**src/rtl/assert_macros.svh**
```systemverilog
// assertion helpers included by floppy_track_bitcell_writer
// both sample on the rising edge of clk and are off while rst is high
`ifndef ASSERT_MACROS_SVH
`define ASSERT_MACROS_SVH

// implication within the same cycle or any property text
`define FTBW_ASSERT(label, prop, msg) \
  label: assert property (@(posedge clk) disable iff (rst) (prop)) else $error(msg);

// condition in one cycle implies a result in the next
`define FTBW_ASSERT_NEXT(label, pre, post) \
  label: assert property (@(posedge clk) disable iff (rst) (pre) |=> (post)) else $error(msg_next_default);

`endif

```
**src/rtl/ftbw_pkg.sv**
```systemverilog
// ----------------------------------------------------------------------------
// ftbw_pkg
// Types, constants and small helper functions of the floppy track bit-cell
// writer: request layouts, register indexes, header bytes, FM spreading.
// ----------------------------------------------------------------------------
package ftbw_pkg;

  // geometry and length limits
  localparam int MAX_CYLINDERS    = 81;
  localparam int BASE_TRACK_WORDS = 3190;
  localparam int BASE_BLOCKS      = 50;
  localparam int AREA_OFFSET      = 1024;

  // widths of internal state
  localparam int POS_W  = 16;
  localparam int WORD_W = 14;
  localparam int BASE_W = 23;
  localparam int ADDR_W = 22;
  localparam int CYL_W  = $clog2(MAX_CYLINDERS);

  // configuration register indexes
  typedef enum logic [1:0] {
    REG_MFM_MODE     = 2'd0,
    REG_HIGH_DENSITY = 2'd1,
    REG_DOUBLE_SIDED = 2'd2
  } reg_index_t;

  // input request
  typedef struct packed {
    logic        op;
    logic [7:0]  track_number;
    logic [15:0] pulse_word;
  } in_item_t;

  // output request
  typedef struct packed {
    logic [7:0]        image_byte;
    logic [ADDR_W-1:0] image_address;
    logic              last;
  } out_item_t;

  // op codes
  localparam logic OP_START = 1'b0;
  localparam logic OP_PULSE = 1'b1;

  // bit order swap within a byte
  function automatic logic [7:0] reverse8(input logic [7:0] v);
    logic [7:0] r;
    for (int i = 0; i < 8; i++) begin
      r[7-i] = v[i];
    end
    return r;
  endfunction

  // each data bit onto an odd position, clock bits left zero
  function automatic logic [15:0] fm_spread(input logic [7:0] v);
    logic [15:0] r;
    r = '0;
    r[9]  = v[7];
    r[11] = v[6];
    r[13] = v[5];
    r[15] = v[4];
    r[1]  = v[3];
    r[3]  = v[2];
    r[5]  = v[1];
    r[7]  = v[0];
    return r;
  endfunction

  // next byte position of one side, skipping the other side's 256 bytes
  function automatic logic [POS_W-1:0] pos_step(input logic [POS_W-1:0] p);
    logic [POS_W-1:0] q;
    q = p + POS_W'(1);
    if (q[7:0] == 8'h00) begin
      q = q + POS_W'(256);
    end
    return q;
  endfunction

  // track header bytes as stored in the image
  localparam logic [7:0] HDR_BYTE_A = 8'hF1;
  localparam logic [7:0] HDR_BYTE_B = 8'hF2;
  localparam logic [7:0] HDR_BYTE_C = 8'd72;
  localparam logic [7:0] HDR_OUT_A  = reverse8(HDR_BYTE_A);
  localparam logic [7:0] HDR_OUT_B  = reverse8(HDR_BYTE_B);
  localparam logic [7:0] HDR_OUT_C  = reverse8(HDR_BYTE_C);

endpackage

```
**src/rtl/floppy_track_bitcell_writer.sv**
```systemverilog
// ----------------------------------------------------------------------------
// floppy_track_bitcell_writer
// Turns start-track and pulse-word requests into addressed image bytes of an
// interleaved two-side track image, one byte per output request.
// ----------------------------------------------------------------------------
// A request is decoded in the cycle it is accepted into a burst register of
// up to four bytes, which then drains one byte per cycle into the output
// register while the output is not stalled. The output channel moves one byte
// per cycle when out_ready holds; a start-track request gives 3 bytes, an
// MFM pulse word 2 and an FM pulse word 4, and a word past the track length
// limit gives nothing. The next request is taken in the cycle the last byte of
// the burst leaves, and the first byte of a request goes from the burst
// register into the output register once the output is not stalled.
module floppy_track_bitcell_writer (
  input  logic               clk,
  input  logic               rst,
  input  logic               in_valid,
  output logic               in_ready,
  input  ftbw_pkg::in_item_t  in_data,
  output logic               out_valid,
  input  logic               out_ready,
  output ftbw_pkg::out_item_t out_data,
  input  logic               cfg_we,
  input  logic [1:0]         cfg_index,
  input  logic               cfg_data
);
  import ftbw_pkg::*;

`include "assert_macros.svh"

  // configuration
  logic mfm_mode;
  logic high_density;
  logic double_sided;

  // track state
  logic [POS_W-1:0]  side_position;
  logic [WORD_W-1:0] words_taken;
  logic [BASE_W-1:0] track_base;

  // burst register
  logic                burst_valid;
  logic [2:0]          burst_left;
  logic [3:0][7:0]     burst_bytes;
  logic [POS_W-1:0]    burst_pos;
  logic [BASE_W-1:0]   burst_base;

  // decode of the incoming request
  logic              in_take;
  logic              move;
  logic              load;
  logic              drop;
  logic [7:0]        cyl_raw;
  logic [CYL_W-1:0]  cyl_sat;
  logic              side;
  logic [BASE_W-1:0] blk_prod;
  logic [BASE_W-1:0] base_next;
  logic [WORD_W-1:0] word_limit;
  logic [15:0]       spread_hi;
  logic [15:0]       spread_lo;
  logic [3:0][7:0]   load_bytes;
  logic [2:0]        load_count;
  logic [POS_W-1:0]  load_pos;
  logic [POS_W-1:0]  pos_1;
  logic [POS_W-1:0]  pos_2;
  logic [POS_W-1:0]  pos_3;
  logic [POS_W-1:0]  pos_4;
  logic [POS_W-1:0]  side_position_next;

  localparam string msg_next_default = "ftbw: sequence check failed";

  // handshake
  assign move     = burst_valid && (!out_valid || out_ready);
  assign in_ready = !burst_valid || (move && (burst_left == 3'd1));
  assign in_take  = in_valid && in_ready;

  // cylinder, side and track base of a start request
  always_comb begin
    cyl_raw = in_data.track_number;
    side    = 1'b0;
    if (double_sided) begin
      cyl_raw = {1'b0, in_data.track_number[7:1]};
      side    = in_data.track_number[0];
    end
    if (cyl_raw >= 8'(MAX_CYLINDERS)) begin
      cyl_sat = CYL_W'(MAX_CYLINDERS - 1);
    end else begin
      cyl_sat = cyl_raw[CYL_W-1:0];
    end
    blk_prod  = BASE_W'(cyl_sat) * BASE_W'(BASE_BLOCKS);
    base_next = BASE_W'(AREA_OFFSET)
              + (high_density ? (blk_prod << 10) : (blk_prod << 9))
              + (side ? BASE_W'(256) : BASE_W'(0));
  end

  // track length limit in words
  always_comb begin
    case ({mfm_mode, high_density})
      2'b00:   word_limit = WORD_W'(BASE_TRACK_WORDS);
      2'b01,
      2'b10:   word_limit = WORD_W'(BASE_TRACK_WORDS * 2);
      2'b11:   word_limit = WORD_W'(BASE_TRACK_WORDS * 4);
      default: word_limit = WORD_W'(BASE_TRACK_WORDS);
    endcase
  end

  // byte content of the burst
  assign spread_hi = fm_spread(in_data.pulse_word[15:8]);
  assign spread_lo = fm_spread(in_data.pulse_word[7:0]);

  always_comb begin
    drop       = 1'b0;
    load_bytes = '0;
    load_count = 3'd0;
    load_pos   = side_position;
    if (in_data.op == OP_START) begin
      load_bytes = {8'h00, HDR_OUT_C, HDR_OUT_B, HDR_OUT_A};
      load_count = 3'd3;
      load_pos   = '0;
    end else begin
      drop = (words_taken >= word_limit);
      if (mfm_mode) begin
        load_bytes = {8'h00, 8'h00, reverse8(in_data.pulse_word[7:0]),
                      reverse8(in_data.pulse_word[15:8])};
        load_count = 3'd2;
      end else begin
        load_bytes = {spread_lo[7:0], spread_lo[15:8],
                      spread_hi[7:0], spread_hi[15:8]};
        load_count = 3'd4;
      end
    end
  end

  assign load = in_take && !drop;

  // position after the burst has drained
  assign pos_1 = pos_step(load_pos);
  assign pos_2 = pos_step(pos_1);
  assign pos_3 = pos_step(pos_2);
  assign pos_4 = pos_step(pos_3);

  always_comb begin
    case (load_count)
      3'd2:    side_position_next = pos_2;
      3'd3:    side_position_next = pos_3;
      3'd4:    side_position_next = pos_4;
      default: side_position_next = load_pos;
    endcase
  end

  // configuration writes
  always_ff @(posedge clk) begin
    if (rst) begin
      mfm_mode     <= 1'b0;
      high_density <= 1'b0;
      double_sided <= 1'b0;
    end else if (cfg_we) begin
      case (cfg_index)
        REG_MFM_MODE:     mfm_mode     <= cfg_data;
        REG_HIGH_DENSITY: high_density <= cfg_data;
        REG_DOUBLE_SIDED: double_sided <= cfg_data;
        default:          ;
      endcase
    end
  end

  // track state update
  always_ff @(posedge clk) begin
    if (rst) begin
      side_position <= '0;
      words_taken   <= '0;
      track_base    <= BASE_W'(AREA_OFFSET);
    end else if (load) begin
      side_position <= side_position_next;
      if (in_data.op == OP_START) begin
        words_taken <= '0;
        track_base  <= base_next;
      end else begin
        words_taken <= words_taken + WORD_W'(1);
      end
    end
  end

  // burst register: load a request or shift out one byte
  always_ff @(posedge clk) begin
    if (rst) begin
      burst_valid <= 1'b0;
      burst_left  <= 3'd0;
    end else if (load) begin
      burst_valid <= 1'b1;
      burst_left  <= load_count;
    end else if (move) begin
      burst_valid <= (burst_left != 3'd1);
      burst_left  <= burst_left - 3'd1;
    end
  end

  always_ff @(posedge clk) begin
    if (load) begin
      burst_bytes <= load_bytes;
      burst_pos   <= load_pos;
      burst_base  <= (in_data.op == OP_START) ? base_next : track_base;
    end else if (move) begin
      burst_bytes <= {8'h00, burst_bytes[3:1]};
      burst_pos   <= pos_step(burst_pos);
    end
  end

  // output register
  always_ff @(posedge clk) begin
    if (rst) begin
      out_valid <= 1'b0;
    end else if (move) begin
      out_valid <= 1'b1;
    end else if (out_ready) begin
      out_valid <= 1'b0;
    end
  end

  always_ff @(posedge clk) begin
    if (move) begin
      out_data.image_byte    <= burst_bytes[0];
      out_data.image_address <= ADDR_W'(burst_base + BASE_W'(burst_pos));
      out_data.last          <= (burst_left == 3'd1);
    end
  end

  // a new request only enters when no burst is pending or the previous burst is on its last byte
  `FTBW_ASSERT(a_no_overrun, in_take |-> (!burst_valid || (move && burst_left == 3'd1)), "ftbw: request taken over a pending burst")
  // a loaded burst always holds between one and four bytes
  `FTBW_ASSERT(a_burst_count, burst_valid |-> (burst_left != 3'd0 && burst_left <= 3'd4), "ftbw: burst count out of range")
  // the final byte of a burst carries the last mark
  `FTBW_ASSERT_NEXT(a_last_mark, move && burst_left == 3'd1, out_valid && out_data.last)
  // a start request or a word within the limit always starts a burst
  `FTBW_ASSERT_NEXT(a_load_burst, load, burst_valid)

endmodule
```
**config.mk**
```make
export PLATFORM = sky130hd
export DESIGN_NAME = floppy_track_bitcell_writer
export DESIGN_NICKNAME = d
export VERILOG_FILES = /design/src/rtl/ftbw_pkg.sv /design/src/rtl/floppy_track_bitcell_writer.sv
export VERILOG_INCLUDE_DIRS = /design/src /design/src/rtl
export SDC_FILE = /design/constraint.sdc
export NUM_CORES = 1
export LEC_CHECK = 0
export BUFFER_PORTS_ARGS = -buffer_cell sky130_fd_sc_hd__buf_4
export CAP_MARGIN = 5
export CORE_AREA = 2 2 131 133
export CTS_BUF_LIST = sky130_fd_sc_hd__clkbuf_8
export DETAILED_ROUTE_END_ITERATION = 8
export DIE_AREA = 0 0 133 135
export PLACE_DENSITY_LB_ADDON = 0.15
export SYNTH_ARGS = -nofsm -noshare
export SYNTH_HDL_FRONTEND = slang
export SYNTH_SLANG_ARGS = --single-unit
```
**constraint.sdc**
```tcl
create_clock -name clk -period 18 [get_ports clk]
set_input_delay 1.8 -clock clk [delete_from_list [all_inputs] [get_ports clk]]
set_output_delay 1.8 -clock clk [all_outputs]
set_load 0.03 [all_outputs]
```
**Yosys cells after proc, flatten, opt, wreduce, memory -nomap -nowiden**

Index checks and enable logic that the tools add are counted.

- Bits in registers: 162
- Input port bits: 33
- Output and inout bits: 33
- Word-level logic and storage cells: 98

- Add/subtract/negate cells: 15
- Multiply operators: 1
- Order comparisons: 2
- Equality and inequality tests: 10
- Mux-type cells: 30
- Reductions and logical operators: 22

Operators by type and width:

| kind | number |
|---|---|
| 16-bit two-way mux | 8 |
| 32-bit two-way mux | 4 |
| 16-bit by 1-bit adder with 16-bit output (second input constant) | 5 |
| 16-bit by 9-bit adder with 16-bit output (second input constant) | 5 |
| 16-bit one-hot mux with 3 select lines | 1 |
| 23-bit two-way mux | 2 |
| 14-bit one-hot mux with 3 select lines | 1 |
| 8-bit zero test | 5 |
| 11-bit by 23-bit adder with 23-bit output (first input constant) | 1 |
| 23-bit by 9-bit adder with 23-bit output | 1 |
| 22-bit by 16-bit adder with 22-bit output | 1 |
| 14-bit by 1-bit adder with 14-bit output (second input constant) | 1 |
| 14-bit greater-or-equal comparator | 1 |
| 14-bit two-way mux | 1 |
| 7-bit by 5-bit multiplier with 12-bit output (second input constant) | 1 |
| 3-bit two-way mux | 4 |
| 9-bit two-way mux | 1 |
| 8-bit by 7-bit greater-or-equal comparator with 1-bit output (second input constant) | 1 |
| 8-bit two-way mux | 1 |
| 7-bit two-way mux | 1 |
| 2-bit == test (second input constant) | 3 |
| 3-bit by 2-bit == test with 1-bit output (second input constant) | 2 |
| 1-bit two-way mux | 6 |
| 2-bit AND reduction | 3 |
| 11 further kinds | 20 |

**Longest topological paths before layout**

Gate-level depths: netlist of run 1.

- Depth in word-level cells: 14
- Mapped depth: 30
- Mapped depth without buffers: 24

**Worst setup path before layout of run 1**

Ideal clock, no wire load.

- Kind: input -> register
- From: input port in_data[24] (netlist bit)
- To: register side_position[15]
- Library setup time: 133 ps
- Arrival time: 7,627 ps
- Data required time: 17,867 ps
- Path slack: 10,240 ps
- Stages: 27
- Buffers on the path: 5
- Cell sequence: buf_4 -> buf_6 -> buf_2 -> buf_1 -> buf_1 -> nand2_1 -> inv_1 -> ha_1 -> and4_1 -> mux2_4 -> nor3_1 -> a21boi_0 -> a21o_1 -> xnor2_2 -> xnor2_1 -> a21oi_1 -> ha_1 -> nor4b_4 -> maj3_1 -> nand2_1 -> or3b_1 -> xor2_1 -> xnor2_2 -> o2111ai_2 -> nor3b_2 -> a211oi_2 -> a211oi_2

- Cells in the longest elaborated chain, start to end: 14
- Elaborated cells between the ends (all ways): 25
- Classes of those cells: add/sub (8); eq/ne (3); mux (8); reduce/logical (6)

Ends and longest elaborated chain:

| what | RTL line | text |
|---|---|---|
| start, declared | floppy_track_bitcell_writer.sv:19 | `input ftbw_pkg::in_item_t in_data,` |
| 16-bit two-way mux | floppy_track_bitcell_writer.sv:116 | `if (in_data.op == OP_START) begin` |
| 16-bit by 1-bit adder with 16-bit output | ftbw_pkg.sv:73 | `q = p + POS_W'(1);` |
| 16-bit by 9-bit adder with 16-bit output or 8-bit zero test (tied branches) | ftbw_pkg.sv:75, ftbw_pkg.sv:74 |  |
| 16-bit two-way mux | ftbw_pkg.sv:74 | `if (q[7:0] == 8'h00) begin` |
| 16-bit by 1-bit adder with 16-bit output | ftbw_pkg.sv:73 |  |
| 16-bit by 9-bit adder with 16-bit output or 8-bit zero test (tied branches) | ftbw_pkg.sv:75, ftbw_pkg.sv:74 |  |
| 16-bit two-way mux | ftbw_pkg.sv:74 |  |
| 16-bit by 1-bit adder with 16-bit output | ftbw_pkg.sv:73 |  |
| 16-bit by 9-bit adder with 16-bit output or 8-bit zero test (tied branches) | ftbw_pkg.sv:75, ftbw_pkg.sv:74 |  |
| 16-bit two-way mux | ftbw_pkg.sv:74 |  |
| 16-bit by 1-bit adder with 16-bit output | ftbw_pkg.sv:73 |  |
| 16-bit by 9-bit adder with 16-bit output or 8-bit zero test (tied branches) | ftbw_pkg.sv:75, ftbw_pkg.sv:74 |  |
| 16-bit two-way mux | ftbw_pkg.sv:74 |  |
| 16-bit one-hot mux with 3 select lines | floppy_track_bitcell_writer.sv:143 | `case (load_count)` |
| end signal, assigned | floppy_track_bitcell_writer.sv:174 | `side_position <= side_position_next;` |
| end, declared | floppy_track_bitcell_writer.sv:37 | `logic [POS_W-1:0] side_position;` |

Several ways; a longest one is shown, not always the timed one.
A chain may end at the register's enable or synchronous reset.

**Final worst setup path of run 1**

- From: input port in_data[24] (netlist bit)
- To: register side_position[14]

The elaborated chain is that of the path after synthesis.

==> impl_metrics.toml, run 1 <==
[run_status]
outcome = "complete, no violations"

[routing]
wl_met1_um = 11800
met2_length_um = 12000
drt_iter0_markers = 892
dr_wl_met3_um = 1640
routed_wl_um = 25900
wl_per_cell_um = 17.2
topRoutingLayerUsed = "met4"
via_count = 9180
ant_nets = 0
viasPerCell = 6.08
drc = 0
firstDrtPassIters = 5

[cells_and_area]
drive_gt1_share_pct = 12.6
area_delta_synth_final_pct = 9.31
final_area_sq_mm = 0.0119
fin_util_pct = 72.8
nNetsFinal = 1385
n_antenna_cell = 0
stdcell_count = 1509

[global_routing]
track_usage_pct = 29.4
grt_pass1_wl_um = 42200
grt-ovfl-total = 0
grt_max_degree = 79
grt_pass1_vias = 8461
antenna_found_initial = 0

[timing]
skew_ns = 0.00878
final_min_period_over_clock_period_pct = 42.2
fmax_mhz = 132
tightestPinTransition_ns = 1.12
fin_crit_ns = 7.60
rsz0062_at_grt = "no"
relSlewSlack_pct = 25.3
hold_viol = 0
report.final.slew_viol_count = 0
setup_ws_ns = 10.40
setup_violations = 0
setup_tns_ns = 0

[clock_tree]
cts_tree = "done"
cts_root_buf = "clkbuf_8"
cts_setup_buffers = 0
htree_levels = 4
holdBufCountCts = 0
insertion_delay_ns = 0.46
post_cts_resized = 0
numCtsBuffers = 17
cts.clk_slew.worst_paths_ns = 0.09
cts_sinks = 154
clock_path_buffers = 2

[pwr]
p_sw_mw = 0.303
seqPwrFrac_pct = 47.1
irDropWorstVdd_uv = 51.2
power_frac_clock_pct = 29.3
comb_power_share_pct = 23.6
p_int_mw = 0.631
p_leak_nw = 4.63
p_per_area_mw_per_mm2 = 78.2
p_sw_share_pct = 32.5

[flow_run]
maxCapViolCount = 0

[setup_path]
worstPathRequired_ns = 18.33
cp-end-kind = "flop"
cp-start-kind = "input pin"
path_class = "input pin to flop"
crit_path_max_fanout = 43
crit_arrival_ns = 7.93

[synthesis]
yosysUniqueCellTypes = 86
synth_area_sq_mm = 0.0109
synth_top_area_cell = "edfxtp_1"
synth_area_leaders = "edfxtp_1, dfxtp_1, ha_1, xnor2_1, nand2_1"
syn_area_per_cell_sq_um = 8.87
synth_nets = 1342
synth_ff_type = "edfxtp_1"
seq_area_frac_synth_pct = 36.8
synth_edf_count = 94
netlist.area_leader.share_pct = 25.8
async_flop_share_pct = 0
synth-seq-cells = 154
yosysWarnings = 0
netlist_instances = 1233

[placement]
place_area_sq_mm = 0.0115
dpl_worst_slack_ns = 10.06
gp_congestion = 0.948
dp_cells = 1477
io_buffers = 65
dp_hpwl_um = 19200

[floorplanning]
num_rows = 47
fp.dieH_um = 135
initial_core_util_pct = 66.6
die_x_um = 133
io-pin-count = 66
core_sq_mm = 0.0164
die_area_sq_mm = 0.0180

[min_path]
hold_class = "flop to flop"
## path summary, 6_finish.rpt
path             startpoint           endpoint  slack (ns)  depth (start not counted)
max             in_data[24]  side_position[14]       10.40                         23
min          burst_bytes[6]       out_data[29]        0.42                          0
max reg2reg            flop  side_position[14]       11.75                         22
min reg2reg  burst_bytes[6]       out_data[29]        0.42                          0
## flip-flops by register name (all words and copies together) (netlist names), named ones only
name	count
out_data	31
double_sided	1
mfm_mode	1
burst_bytes	25
high_density	1
burst_left	3
out_valid	1
track_base	22
side_position	15
burst_pos	16
words_taken	14
burst_valid	1
burst_base	22
## placed cells by master, fill, tap and decap left out, types with 5 or more instances in the layout
master	Yosys	layout
nand2_1	152	152
nor2_1	107	107
edfxtp_1	94	94
xnor2_1	76	76
a21oi_1	73	73
ha_1	73	73
buf_4	1	72
o21ai_0	67	67
dfxtp_1	60	60
inv_1	56	55
nand3_1	50	50
xor2_1	33	33
and2_1	28	28
nor3_1	26	26
nand4_1	22	22
and3_1	17	17
or3_1	17	17
clkbuf_8	0	17
nor4_1	15	15
a211oi_1	13	13
o22ai_1	13	13
nor2b_1	12	12
o211ai_1	12	12
a21o_1	10	10
a21boi_0	9	9
mux2i_1	9	9
mux2_2	9	9
and4_1	9	9
or2_2	8	8
xnor2_2	7	7
nand2b_1	7	6
a211o_1	6	6
o21bai_1	5	5
a31oi_1	5	5
o21a_1	5	5
inv_6	0	5
## final cells by class
cell class,instances,area [sq um]
clock buffer,17,234
inverter,58,218
timing repair buffer,72,541
fill,1246,4460
tap,220,275
sequential,154,4020
multi-input combinational,973,6480
clock inverter,15,178
## cells in the mapped netlist, types with 10 or more instances
| cell | count |
|---|---|
| nand2_1 | 152 |
| nor2_1 | 107 |
| edfxtp_1 | 94 |
| xnor2_1 | 76 |
| a21oi_1 | 73 |
| ha_1 | 73 |
| o21ai_0 | 67 |
| dfxtp_1 | 60 |
| inv_1 | 56 |
| nand3_1 | 50 |
| clkbuf_1 | 34 |
| xor2_1 | 33 |
| and2_1 | 28 |
| nor3_1 | 26 |
| nand4_1 | 22 |
| and3_1 | 17 |
| or3_1 | 17 |
| nor4_1 | 15 |
| a211oi_1 | 13 |
| o22ai_1 | 13 |
| nor2b_1 | 12 |
| o211ai_1 | 12 |
| a21o_1 | 10 |
## layer usage
| layer | vias to the layer above | GRT usage (%) |
|---|---|---|
| met2 | 314 | 47.4 |
| met4 | 0 | 8.72 |
| met3 | 37 | 4.24 |
| met5 | - | 0 |
| li1 | 4517 | - |
| met1 | 4312 | 41.3 |
## worst max-delay path, stage by stage
cell      delay [ns]
buf_4           0.37
nand2_1         0.30
inv_1           0.19
ha_1            0.32
and4_1          0.31
mux2i_2         0.42
nor4_2          0.13
xnor2_1         0.31
nand4_1         0.29
nor3_1          0.49
xnor2_1         0.24
a21oi_1         0.30
ha_1            0.20
nor4b_4         0.28
maj3_1          0.28
nand2_1         0.11
xnor2_1         0.38
xor2_1          0.15
nor4_1          0.42
nand2_1         0.12
xnor2_1         0.14
a221oi_1        0.27
nor3_1          0.07
## power groups by stage
stage / Clock, mW / Combinational [mW] / Sequential, mW
final: 0.274 / 0.221 / 0.441
after global routing: 0.289 / 0.245 / 0.444
after global placement: 0 / 0.212 / 0.447
after CTS: 0.276 / 0.219 / 0.440
after floorplan: 0 / 0.143 / 0.459
after detailed placement: 0 / 0.217 / 0.448
## logic make-up after synthesis
logic type | after synthesis | synth area share, %
AO/OA/AOI/OAI | 263 | 15.5
flip-flops | 154 | 36.8
buffers and inverters | 106 | 3.94
adder cells (fa/ha/maj) | 77 | 9.00
XOR/XNOR | 118 | 10.1
multiplexers | 21 | 2.14
AND/OR/NAND/NOR | 494 | 22.5
## stage by stage
stage               power, mW  hold WS (ns)
floorplan               0.603         0.400
global placement        0.658         0.401
detailed placement      0.665         0.407
CTS                     0.935         0.427
global route            0.978         0.438
finish                  0.935         0.424
No activity file was read; power rests on OpenSTA's default activity.
==> run 2, diff against run 1 <==
Settings changed: CORE_AREA 2 2 131 133 to 2 2 134 136, DIE_AREA 0 0 133 135 to 0 0 136 138.
Clock period 18 ns to 7.8 ns, I/O delays scaled along.
==> run 2 against run 1 <==
Net effect:
- sequential cell count did not move
- cell area is 0.18% higher
- combinational power is 130% higher
- clock power up 130%
- via count down 0.96%
- worst setup slack worse by 8.9 ns
- non-clock buffer count rose by 1
- final cell count up 0.66%
==> impl_metrics.toml, run 2 (synthesis gave the netlist of run 1 again) <==
[placement]
place_area_sq_mm = 0.0116
dp_cells = 1487
gp_congestion = 0.916
io_buffers = 65
dpl_worst_slack_ns = 1.09
dp_hpwl_um = 19000

[setup_path]
cp-start-kind = "input pin"
crit_arrival_ns = 6.66
cp-end-kind = "flop"
crit_chain = "buf_4 -> nand2_1 -> inv_1 -> ha_1 -> and4_1 -> mux2i_2 -> nor4_2 -> xnor2_1 -> nand4_1 -> nor3_1 -> xnor2_1 -> a21oi_1 -> ha_1 -> nor4b_4 -> maj3_1 -> nand2_1 -> or3b_1 -> xor2_1 -> xnor2_2 -> o2111ai_2 -> nor3b_2 -> a211oi_2 -> a211oi_2"
max_stage_delay_ns = 0.47
crit_slowest_cell = "nor3_1"
crit_path_max_fanout = 28
path_class = "input pin to flop"
worstPathRequired_ns = 8.13

[routing]
drc = 0
viasPerCell = 5.99
via_count = 9092
firstDrtPassIters = 5
routed_wl_um = 25800
drt_iter0_markers = 779
ant_nets = 0
wl_per_cell_um = 17.0

[run_status]
outcome = "complete, no violations"

[clock_tree]
holdBufCountCts = 0
cts_sinks = 154
cts_root_buf = "clkbuf_8"
insertion_delay_ns = 0.47
cts.clk_slew.worst_paths_ns = 0.09
htree_levels = 4
cts_setup_buffers = 0
numCtsBuffers = 17
cts_tree = "done"
post_cts_resized = 0
clock_path_buffers = 2

[floorplanning]
fp.dieH_um = 138
core_sq_mm = 0.0175
die_x_um = 136
io-pin-count = 66
initial_core_util_pct = 62.3
num_rows = 49
die_area_sq_mm = 0.0188

[cells_and_area]
area_delta_synth_final_pct = 9.50
nNetsFinal = 1386
biggestRegsByFlops = "out_data (31), burst_bytes (25)"
largest-register = "out_data"
fillerInstances = 1434
final_cell_mix = "nand2_1, nor2_1, edfxtp_1"
fin_util_pct = 68.3
n_antenna_cell = 0
stdcell_count = 1519
drive_gt1_share_pct = 12.6
layout_commonest_cell = "nand2_1"
largest_reg_flops = 31
final_area_sq_mm = 0.0120

[global_routing]
antenna_found_initial = 0
grt_max_degree = 72
grt_pass1_wl_um = 42300
grt_pass1_vias = 8510
grt-ovfl-total = 0
track_usage_pct = 28.2

[timing]
setup_ws_ns = 1.47
final_min_period_over_clock_period_pct = 81.2
report.final.slew_viol_count = 0
rsz0062_at_grt = "no"
relSlewSlack_pct = 34.0
fmax_mhz = 158
tightestPinTransition_ns = 0.990
fin_crit_ns = 6.33
hold_ws_ns = 0.424
setup_violations = 0
skew_ns = 0.0170
hold_viol = 0
setup_tns_ns = 0

[pwr]
irDropWorstVdd_uv = 127
finalPower_mw = 2.16
p_per_area_mw_per_mm2 = 180
p_leak_nw = 4.64

[flow_run]
maxCapViolCount = 0

[min_path]
hold_class = "flop to flop"
run 2: changes by cell type in the layout (fill, tap and decap cells not counted), sizes merged:
cell,before,now
buf,72,73
clkinvlp,2,1
inv,65,66
run 2: final cells by class:
| cell class | instances | area, sq um | area share (%) |
|---|---|---|---|
| inverters | 58 | 218 | 1.82 |
| repair buffers | 73 | 548 | 4.58 |
| flip-flops and latches | 154 | 4020 | 33.6 |
| multi-input cells | 973 | 6480 | 54.1 |
| well taps | 229 | 287 | 2.39 |
| clock buffers | 17 | 234 | 1.95 |
| clock inverters | 15 | 180 | 1.51 |
run 2: final timing paths:
| check | from | end | slack [ns] | depth (start not counted) |
|---|---|---|---|---|
| setup / recovery | in_data[24] | side_position[15] | 1.47 | 23 |
| hold / removal | burst_bytes[5] | out_data[28] | 0.42 | 0 |
| setup reg to reg | flop | side_position[15] | 1.66 | 22 |
| hold reg to reg | burst_bytes[5] | out_data[28] | 0.42 | 0 |
run 2: per-layer routing:
layer  GRT usage [%]  share of wire, %  up-vias
met4            12.1               3.8        0
met1            39.6                45     4173
met2            43.6                45      329
li1                -                 -     4524
met3            3.81               6.2       66
met5               0                 0        -
run 2: power breakdown:
| group | internal (mW) | total, mW | leakage (nW) | switching [mW] |
|---|---|---|---|---|
| clock | 0.297 | 0.629 | 0.211 | 0.332 |
| combinational | 0.196 | 0.509 | 3.01 | 0.313 |
| sequential | 0.964 | 1.02 | 1.42 | 0.0537 |
run 2: worst max-delay path: cells and delay by family:
family | cells | cell delay (ns)
buf+inv | 2 | 0.44
xor+xnor | 4 | 1.00
fa+ha+maj | 3 | 0.81
simple gates | 9 | 2.47
compound gates | 4 | 0.76
mux | 1 | 0.40
==> run 3, diff against run 2 <==
Settings changed: CORE_AREA 2 2 134 136 to 2 2 141 143, DIE_AREA 0 0 136 138 to 0 0 143 145.
Clock period 7.8 ns to 5.33 ns, I/O delays scaled along.
==> run 3 against run 2 <==
Net effect:
- cell area up 9.0%
- first-iteration DRC count down 0.90%
- utilization down 0.36 points
- clock power up 41%
- global-route usage down 2.0 points
- final cell count up 9.3%
- sequential power up 46%
- critical path type is now flop to flop
- largest power group unchanged
==> impl_metrics.toml, run 3 (synthesis gave the netlist of run 1 again) <==
[cells_and_area]
final_area_sq_mm = 0.0130
area_delta_synth_final_pct = 19.3
biggestRegsByFlops = "out_data (31), burst_bytes (25)"
layout_commonest_cell = "buf_4"
nNetsFinal = 1491
largest_reg_flops = 31
final_cell_mix = "buf_4, nand2_1, nor2_1"
drive_gt1_share_pct = 21.8
fillerInstances = 1596
largest-register = "out_data"
n_antenna_cell = 0

[min_path]
whs_endpoint = "high_density"
hold_class = "input pin to flop"
holdPathStages = 3
hold_start = "cfg_data"

[clock_tree]
numCtsBuffers = 17
cts_sinks = 154
holdBufCountCts = 0
cts_tree = "done"
clock_path_buffers = 2
cts_root_buf = "clkbuf_8"
cts.clk_slew.worst_paths_ns = 0.10
insertion_delay_ns = 0.46
post_cts_resized = 0
cts_setup_buffers = 0
htree_levels = 4

[flow_run]
maxCapViolCount = 0

[pwr]
comb_power_share_pct = 25.2
p_int_mw = 2.12
power_frac_clock_pct = 28.0
p_per_area_mw_per_mm2 = 243
finalPower_mw = 3.17
seqPwrFrac_pct = 46.8
irDropWorstVdd_uv = 122
p_leak_nw = 5.18
p_sw_share_pct = 33.0
p_sw_mw = 1.05

[global_routing]
grt_pass1_vias = 8634
antenna_found_initial = 0
grt-ovfl-total = 0
grt_pass1_wl_um = 43600
track_usage_pct = 26.1
grt_max_degree = 67

[routing]
firstDrtPassIters = 5
routed_wl_um = 27100
viasPerCell = 5.71
drt_iter0_markers = 772
drc = 0
wl_per_cell_um = 16.3
ant_nets = 0
via_count = 9478

[timing]
fmax_mhz = 198
report.final.slew_viol_count = 0
tightestPinTransition_ns = 0.783
final_min_period_over_clock_period_pct = 94.8
hold_viol = 0
fin_crit_ns = 5.05
skew_ns = 0.0139
relSlewSlack_pct = 47.8
rsz0062_at_grt = "no"
setup_violations = 0

[setup_path]
crit_arrival_ns = 5.38
r2r_end = "side_position[15]"
cp-start-kind = "flop"
crit_slowest_cell = "dfxtp_1"
r2r_slack_ns = 0.28
crit_path_max_fanout = 9
path_class = "flop to flop"
max_stage_delay_ns = 0.46
cp-end-kind = "flop"
worstPathRequired_ns = 5.66
crit_chain = "nand2_8 -> inv_6 -> ha_4 -> a21boi_1 -> o221ai_2 -> buf_4 -> or3b_1 -> a211o_1 -> a21oi_2 -> nand2_2 -> xnor2_2 -> xnor2_2 -> inv_1 -> ha_2 -> nor4b_4 -> buf_4 -> xor2_2 -> or4_1 -> a21oi_1 -> xnor2_1 -> o2111ai_2 -> nor3b_2 -> a211oi_2 -> a211oi_2"
r2r-start = "side_position[1]"
reg2reg_depth = 24

[placement]
dp_hpwl_um = 20500
io_buffers = 65
gp_congestion = 0.958
place_area_sq_mm = 0.0126

[floorplanning]
io-pin-count = 66
die_area_sq_mm = 0.0207
fp.dieH_um = 145
core_sq_mm = 0.0192
initial_core_util_pct = 56.9
die_x_um = 143
num_rows = 51

[run_status]
outcome = "complete, no violations"
run 3: cell count changes in the layout (fill, tap and decap cells not counted), sizes merged:
| cell | previous run | this run |
|---|---|---|
| bufinv | 2 | 1 |
| buf | 73 | 178 |
| inv | 66 | 67 |
run 3: layout make-up:
| class | instances | area, sq um | area share (%) |
|---|---|---|---|
| repair buffers | 178 | 1350 | 10.3 |
| well taps | 265 | 332 | 2.54 |
| flip-flops and latches | 154 | 4030 | 30.9 |
| multi-input cells | 973 | 6730 | 51.6 |
| clock buffers | 17 | 234 | 1.79 |
| inverters | 58 | 223 | 1.71 |
| clock inverters | 15 | 154 | 1.18 |
run 3: routing by layer:
layer	GRT usage [%]	wire length [um]
met1	39.4	13100
met2	40.0	12300
met3	2.81	1380
met4	6.88	418
met5	0	0
run 3: metrics by stage:
| step | TNS, ns | hold slack, ns | std cells | worst slack, ns | util [%] |
|---|---|---|---|---|---|
| 4_1_cts | 0 | 0.320 | 1660 | 0.170 | 67.6 |
| 6_report | 0 | 0.332 | 1660 | 0.276 | 67.9 |
| 2_1_floorplan | -0.434 | 0.400 | 1233 | -0.229 | - |
| 3_3_place_gp | 0 | 0.400 | 1628 | 0.119 | 65.6 |
| 5_1_grt | 0 | 0.356 | 1660 | 0.000388 | 67.9 |
| 3_5_place_dp | -0.0360 | 0.405 | 1628 | -0.0360 | 65.6 |
run 3: critical path, delay by kind of cell, from the launching register on:
kind / cells / cell delay [ns]
DFF: 1 / 0.46
AOI/OAI and AO/OA: 8 / 1.57
xor gates and xnor gates: 4 / 0.76
and+or+nand+nor: 6 / 1.29
adders and majority gates: 2 / 0.34
buffers and inverters: 4 / 0.49
run 3: power groups by stage:
stage	Sequential, mW	Combinational (mW)	Clock, mW
6_report	1.49	0.800	0.888
5_1_grt	1.50	0.886	0.935
4_1_cts	1.49	0.796	0.890
3_5_place_dp	1.51	0.789	0
3_3_place_gp	1.51	0.774	0
2_1_floorplan	1.55	0.497	0
run 3: worst max-delay path by stage:
stage	slack (ns)	end	start
after floorplan	-0.23	side_position[15]	in_data[24]
after global placement	0.12	side_position[14]	in_data[24]
after detailed placement	-0.04	side_position[14]	in_data[24]
after CTS	0.17	side_position[14]	side_position[2]
after global routing	0.0004	side_position[15]	side_position[1]
final	0.28	side_position[15]	side_position[1]
